===== src/design/assert_macros.svh =====
// ---------------------------------------------------------------------------
// Assertion macros
// Concurrent assertion wrappers, empty when SYNTHESIS is defined.
// ---------------------------------------------------------------------------
`ifndef ASSERT_MACROS_SVH
`define ASSERT_MACROS_SVH
`ifndef SYNTHESIS
`define ASSERT_PROP(label, clk, rst_n, prop) \
  label: assert property (@(posedge clk) disable iff (!rst_n) prop) \
    else $error("assertion failed");
`define ASSERT_NEVER(label, clk, rst_n, cond) \
  label: assert property (@(posedge clk) disable iff (!rst_n) !(cond)) \
    else $error("forbidden condition");
`else
`define ASSERT_PROP(label, clk, rst_n, prop)
`define ASSERT_NEVER(label, clk, rst_n, cond)
`endif
`endif


===== src/design/dasm_pkg.sv =====
// ---------------------------------------------------------------------------
// Decimal ALU package
// Shared types and constants of the decimal add/subtract/multiply unit.
// ---------------------------------------------------------------------------
package dasm_pkg;
  localparam int MB = 32;
  localparam int EB = 7;

  typedef enum logic [1:0] {
    OP_ADD = 2'd0,
    OP_SUB = 2'd1,
    OP_MUL = 2'd2,
    OP_BAD = 2'd3
  } op_e;

  typedef enum logic [1:0] {
    K_ADD,
    K_MUL,
    K_OVF
  } kind_e;

  typedef struct packed {
    kind_e         kind;
    logic          ls;
    logic [MB-1:0] lm;
    logic [EB-1:0] le;
    logic          rs;
    logic [MB-1:0] rm;
    logic [EB-1:0] re;
  } job_t;

  typedef enum logic [3:0] {
    S_IDLE,
    S_ALIGN,
    S_SUM,
    S_LOGL,
    S_LOGR,
    S_CHK,
    S_MUL,
    S_MODC,
    S_CMP,
    S_OUT
  } state_e;

  localparam logic [EB-1:0] OVF_EXP = 7'h7F;
endpackage


===== src/design/dasm_front.sv =====
// ---------------------------------------------------------------------------
// Decimal ALU front end
// Accepts requests, classifies them and holds them in a two-entry queue.
// ---------------------------------------------------------------------------
module dasm_front (
  input  logic                   clk_i,
  input  logic                   rst_ni,
  input  logic                   in_valid,
  output logic                   in_ready,
  input  logic [1:0]             req_type_i,
  input  logic                   left_sign_i,
  input  logic [31:0]            left_mantissa_i,
  input  logic [6:0]             left_exponent_i,
  input  logic                   right_sign_i,
  input  logic [31:0]            right_mantissa_i,
  input  logic [6:0]             right_exponent_i,
  output logic                   job_valid_o,
  input  logic                   job_ready_i,
  output dasm_pkg::job_t         job_o
);
  import dasm_pkg::*;
  `include "assert_macros.svh"

  job_t       mem_q [2];
  logic       wp_q, rp_q;
  logic [1:0] cnt_q;
  job_t       job_d;
  logic       push, pop;

  always_comb begin
    job_d.ls = left_sign_i;
    job_d.lm = left_mantissa_i;
    job_d.le = left_exponent_i;
    job_d.rs = right_sign_i ^ (req_type_i == OP_SUB);
    job_d.rm = right_mantissa_i;
    job_d.re = right_exponent_i;
    unique case (op_e'(req_type_i)) inside
      OP_ADD, OP_SUB: job_d.kind = K_ADD;
      OP_MUL:         job_d.kind = K_MUL;
      default:        job_d.kind = K_OVF;
    endcase
  end

  assign in_ready    = (cnt_q != 2'd2);
  assign push        = in_valid && in_ready;
  assign job_valid_o = (cnt_q != 2'd0);
  assign pop         = job_valid_o && job_ready_i;
  assign job_o       = mem_q[rp_q];

  always_ff @(posedge clk_i) begin
    if (push) mem_q[wp_q] <= job_d;
  end

  always_ff @(posedge clk_i or negedge rst_ni) begin
    if (!rst_ni) begin
      wp_q  <= 1'b0;
      rp_q  <= 1'b0;
      cnt_q <= 2'd0;
    end else begin
      if (push) wp_q <= ~wp_q;
      if (pop) rp_q <= ~rp_q;
      cnt_q <= cnt_q + 2'(push) - 2'(pop);
    end
  end

  `ASSERT_NEVER(a_cnt_range, clk_i, rst_ni, cnt_q == 2'd3)
  `ASSERT_PROP(a_ptr_cnt, clk_i, rst_ni, (cnt_q == 2'd0 || cnt_q == 2'd2) |-> wp_q == rp_q)
  `ASSERT_PROP(a_cnt_step, clk_i, rst_ni, (push && !pop) |=> cnt_q == $past(cnt_q) + 2'd1)
endmodule


===== config.mk =====
export PLATFORM = sky130hd
export DESIGN_NAME = dasm_front
export DESIGN_NICKNAME = d
export VERILOG_FILES = /design/src/design/dasm_pkg.sv /design/src/design/dasm_front.sv
export VERILOG_INCLUDE_DIRS = /design/src /design/src/design
export SDC_FILE = /design/constraint.sdc
export NUM_CORES = 1
export LEC_CHECK = 0
export BUFFER_PORTS_ARGS = -buffer_cell sky130_fd_sc_hd__buf_2
export CAP_MARGIN = 10
export CORE_ASPECT_RATIO = 1.25
export CORE_MARGIN = 3
export CORE_UTILIZATION = 50
export DETAILED_ROUTE_END_ITERATION = 8
export PLACE_DENSITY = 0.81
export SLEW_MARGIN = 20
export SYNTH_ARGS = -nofsm -noshare
export SYNTH_HDL_FRONTEND = slang
export SYNTH_SLANG_ARGS = --single-unit

===== constraint.sdc =====
create_clock -name clk_i -period 6.55 [get_ports clk_i]
set_input_delay 0.3275 -clock clk_i [delete_from_list [all_inputs] [get_ports clk_i]]
set_output_delay 0.3275 -clock clk_i [all_outputs]
set_load 0.05 [all_outputs]

# --- Yosys cells after proc, flatten, opt, wreduce, memory -nomap -nowiden ---
# Memories as Yosys holds them, arrays and structs flattened.
# Index checks and enable logic that the tools add are counted.
totals:
  ramBits: 164
  register_bits: 4
  memories: 1
  in_bits: 86
  output_inout_bits: 84
  elab_cells: 20
mem_list:
  columns: ["memory", "words", "width", "read_ports", "rd_ports_with_merged_regs", "write_ports", "line", "source"]
  rows:
  - ["mem_q", 2, 82, 1, 0, 1, "dasm_front.sv:24", "job_t mem_q [2];"]
classes:
  eq_ne: 3
  add_sub_neg: 2
  reduce_logical: 5
  bitwise_logic: 3
  mux: 3
ops:
  columns: ["operator", "count"]
  rows:
  - ["$pmux W2 S2", 1]
  - ["$add A2 B1 Y2", 1]
  - ["$eq A2 B1 Y1 const B", 1]
  - ["$eq A2 B2 Y1 const B", 1]
  - ["$logic_and A1 B1 Y1", 2]
  - ["$logic_not A2 Y1", 1]
  - ["$mux W1", 2]
  - ["$ne A2 B2 Y1 const B", 1]
  - ["$not A1 Y1", 2]
  - ["$reduce_bool A2 Y1", 1]
  - ["$reduce_or A2 Y1", 1]
  - ["$sub A2 B1 Y2", 1]
  - ["$xor A1 B1 Y1", 1]

# --- Longest topological paths before layout ---
depth:
  word_depth: 4
  mapped_depth: 5
  depth_no_buf: 5

# --- Worst setup path before layout ---
# Ideal clock, no wire load.
synth_timing:
  path_kind: "flip-flop to flip-flop"
  from: "register cnt_q[0]"
  to: "memory mem_q[0][0] (netlist bit), enable pin"
  arrival_time_ns: 4.484
  setup_time_ns: 0.523
  path_buffers: 0
  stages_incl_launch_ff: 4
  t_required_ns: 6.027
  setup_slack_ns: 1.543
  synth_period_minus_slack_ns: 5.007
  cell_sequence: "dfrtp_1 > nand2b_1 > nand2_1 > nor2_1"
synth_between:
  elab_chain_cells: 4
synth_rtl:
  columns: ["item", "line", "source"]
  rows:
  - ["start, declared", "dasm_front.sv:26", "logic [1:0] cnt_q;"]
  - ["start signal, assigned", "dasm_front.sv:62", "cnt_q <= cnt_q + 2'(push) - 2'(pop);"]
  - ["$ne A2 B2 Y1", "dasm_front.sv:44", "assign in_ready = (cnt_q != 2'd2);"]
  - ["net in_ready", "dasm_front.sv:9", "output logic in_ready,"]
  - ["$logic_and A1 B1 Y1", "dasm_front.sv:45", "assign push = in_valid && in_ready;"]
  - ["$mux W1", "dasm_front.sv:51", "if (push) mem_q[wp_q] <= job_d;"]
  - ["$mux W1 (implied by the code)", "dasm_front.sv:51", null]
  - ["end, declared", "dasm_front.sv:24", null]
# The timed path passes the listed nets, and every way through them passes these cells.

==> key figures <==
Power
  • Peak supply drop: about 380 uV
  • Power per cell area: 534 nW/um^2
  • Combinational power share: between 30% and 40%
  • Design internal power: ~2500 uW
  • Sw Pwr: roughly 1700 uW
  • Total power: between 4000 and 5000 uW
  • Power share of the clock group: between 20% and 30%
  • Total leakage power: about 0.0029 uW
  • Register share of total power: about two fifths
  • Sw Share: around two fifths

Finish
  • Share of layout cells above drive strength 1: between 50 and 60%
  • Syn-to-layout area delta: 25.5%
  • # nets final: 551
  • Fillers: roughly 840
  • Antenna fix cells: 0
  • Core Util, Final: between 60% and 70%

CTS
  • Total of cells resized after clock tree synthesis: 0
  • CTS H-tree lvls: 4
  • Worst skew pair latency: around 0.4 ns
  • Root Buffer: clkbuf_16
  • Clock slew at reported path FFs: 0.06 ns
  • Clk sink count: around 170
  • Clock Tree Buf Depth: 2
  • Setup bufs post-CTS: 0
  • CTS tree: built
  • CTS Buf Count: 17

Yosys
  • Area leader, netlist: edfxtp_1
  • Post-synth cell types: 19
  • Number of flops mapped to enable cells by yosys: ~160
  • Commonest cells post-synth: 164 x edfxtp_1, 82 x mux2_2, 8 x buf_6, 4 x dfrtp_1, 4 x xnor2_1
  • Async SR Flop Fraction: 2.38%
  • Top cell type's share of synthesized area: between 70% and 80%
  • Syn Area/Cell: 22.0 sq um
  • Syn nets: about 370
  • Top-count cell post-synth: edfxtp_1
  • Largest cells by area after synthesis: edfxtp_1 80%, mux2_2 15%, dfrtp_1 1.6%, buf_6 1.5%, xnor2_1 0.57%
  • Primary FF master, synth: edfxtp_1
  • YS warnings: 0
  • Synth Instances: ~280
  • Post-synthesis sequential area ratio: a little over 80%
  • FF+latch count, synth: around 170
  • Mapped cell area: just over 6000 sq um

Die
  • Starting density of the core: 52.3%
  • Cell Rows: 44
  • Core area: approximately 12,000 sq um
  • Die area: ~14,000 sq um
  • Die width: between 100 and 150 um
  • Num ports: 170
  • Die H: 130 um

Timing
  • Setup violators final: 0
  • Fmax: between 400 and 500 MHz
  • Post-Route Skew: ~0.0050 ns
  • Worst setup margin: 4.08 ns
  • Setup tns final: 0 ns
  • Final hold violation count: 0
  • Max-slew violations: 0
  • Fin crit period: 2.47 ns
  • RSZ-0062 raised after global routing: false
  • Period utilisation layout: 37.7%
  • Worst relative slew slack: between 40% and 50%
  • Tightest Pin Transition: between 0.7 and 0.8 ns
  • Final hold slack: between 0.1 and 0.15 ns

GRT
  • Vias in the first global route: 3,292
  • Largest net degree at the start of global routing: 84
  • Overflow after GRT: 0
  • First-pass GRT wire length: 16,300 um
  • Initial antenna violation count: 1
  • Gr usage total: about 16%

Worst setup path
  • R2r setup slk: around 4.6 ns
  • CP startpoint kind: register
  • CP required: a little over 6 ns
  • CP Buf/Inv Count: 2
  • Biggest cell delay along the critical path: between 0.7 and 0.8 ns
  • CP max FO: 42
  • R2R depth: 4
  • Worst path arrival time: approximately 2.1 ns
  • Worst R2R End: mem_q[0][65]
  • CP top delay family: flip-flops
  • Crit end category: output port
  • CP max-delay cell: dfrtp_4
  • Reg-to-Reg Start: cnt_q[0]
  • Kind of critical path: reg2out
  • Crit-path cells: buf_12 -> mux2_2 -> buf_2

Worst hold path
  • Hold Crit Start: right_mantissa_i[22]
  • Hold EP: mem_q[0][29]
  • Worst Hold Path Cells: 1
  • Min-Delay Path Class: in2reg

Place
  • GPL Wtd Cong: between 0.7 and 0.8
  • Hpwl dp: 7020 um
  • Place WS: 4.40 ns
  • I/O Buffers: ~170

Detailed routing
  • Vias per cell: a little under 5
  • WL per Instance: 16.9 um
  • Vias: roughly 3.1k
  • Total wire length: ~11,000 um
  • Routed Antenna Nets: 0
  • Initial DRC Count: ~110
  • DRC viols: 0
  • Initial DRT Pass Iterations: 4

Status
  • Status: finished clean

Job
  • Max Cap Violations: 0
[worst reg2reg max path, cell delays in order, from the launching register on]
cell	delay (ns)
dfrtp_1	0.44
nand2b_1	0.18
nand2_1	0.12
nor2_4	0.14
buf_6	0.60
[stage by stage]
step	instance area, sq um	cells
detailed placement	7170	603
global route	7770	637
global placement	7170	603
floorplan	6190	281
finish	7770	637
CTS	7720	635
[layer usage]
metal	track usage, %	wire [um]	up-vias
li1	-	-	1480
met1	17.7	4110	1516
met2	27.0	5600	116
met4	6.25	185	2
met5	0	7	-
met3	6.09	867	19
[state kept, by name, indices dropped and copies added (netlist names)]
signal	cells
wp_q	1
mem_q	164
cnt_q	2
rp_q	1
[cell usage in the layout, fill, tap and decap left out]
cell type      count
clkbuf_1           3
nor2_4             1
and3_4             1
and2_1             1
nand2_1            2
mux2_2            82
nor2_1             2
ha_1               1
or2_2              1
inv_6              1
clkbuf_16         17
buf_6              1
dfrtp_1            3
dfrtp_4            1
clkinvlp_4         2
a211oi_1           1
nand3_1            1
bufinv_16          2
o21ai_0            1
edfxtp_1         164
nand2b_1           2
buf_12             1
dlygate4sd3_1      1
nor2b_1            2
buf_2            169
xnor2_1            4
a21bo_1            1
a32oi_1            1
clkinv_1           6
buf_16             1
[how the worst max path moves through the flow]
stage / startpoint / to / slack, ns / depth (start not counted)
after global placement: rp_q / job_o[65] / 4.41 / 2
final: rp_q / job_o[60] / 4.08 / 3
after floorplan: cnt_q[0] / mem_q[0][0] / 1.54 / 3
after CTS: rp_q / job_o[27] / 3.95 / 2
after global routing: rp_q / job_o[47] / 3.97 / 3
after detailed placement: rp_q / job_o[27] / 4.40 / 2
[kinds of logic after synthesis]
kind of cell	after synthesis	synth area share (%)
buffers and inverters	9	1.54
DFF	168	81.2
xor gates and xnor gates	4	0.566
adders and majority gates	1	0.202
and+or+nand+nor	13	1.09
muxes	82	14.9
AOI/OAI and AO/OA	4	0.505
[power by group through the flow]
| stage | clock network (uW) | registers [uW] | logic, uW |
|---|---|---|---|
| 2_1_floorplan | 0 | 1560 | 1400 |
| 3_3_place_gp | 0 | 1640 | 1580 |
| 3_5_place_dp | 0 | 1660 | 1600 |
| 4_1_cts | 934 | 1640 | 1600 |
| 5_1_grt | 975 | 1610 | 1730 |
| 6_report | 912 | 1580 | 1660 |
[what timing repair did]
action / 4_1_cts / 5_1_grt
endpoints found under the hold margin: 4 / 0
hold buffers: 1 / 0
setup endpoints to repair: 0 / 0
[cell type report]
| class | count | area [sq um] | area share [%] |
|---|---|---|---|
| sequential | 168 | 5030 | 64.7 |
| clock inverter | 11 | 106 | 1.37 |
| tap | 161 | 201 | 2.59 |
| multi-input combinational | 104 | 1080 | 13.9 |
| clock buffer | 20 | 437 | 5.62 |
| timing repair buffer | 173 | 915 | 11.8 |
No activity file was read; power rests on OpenSTA's default activity.
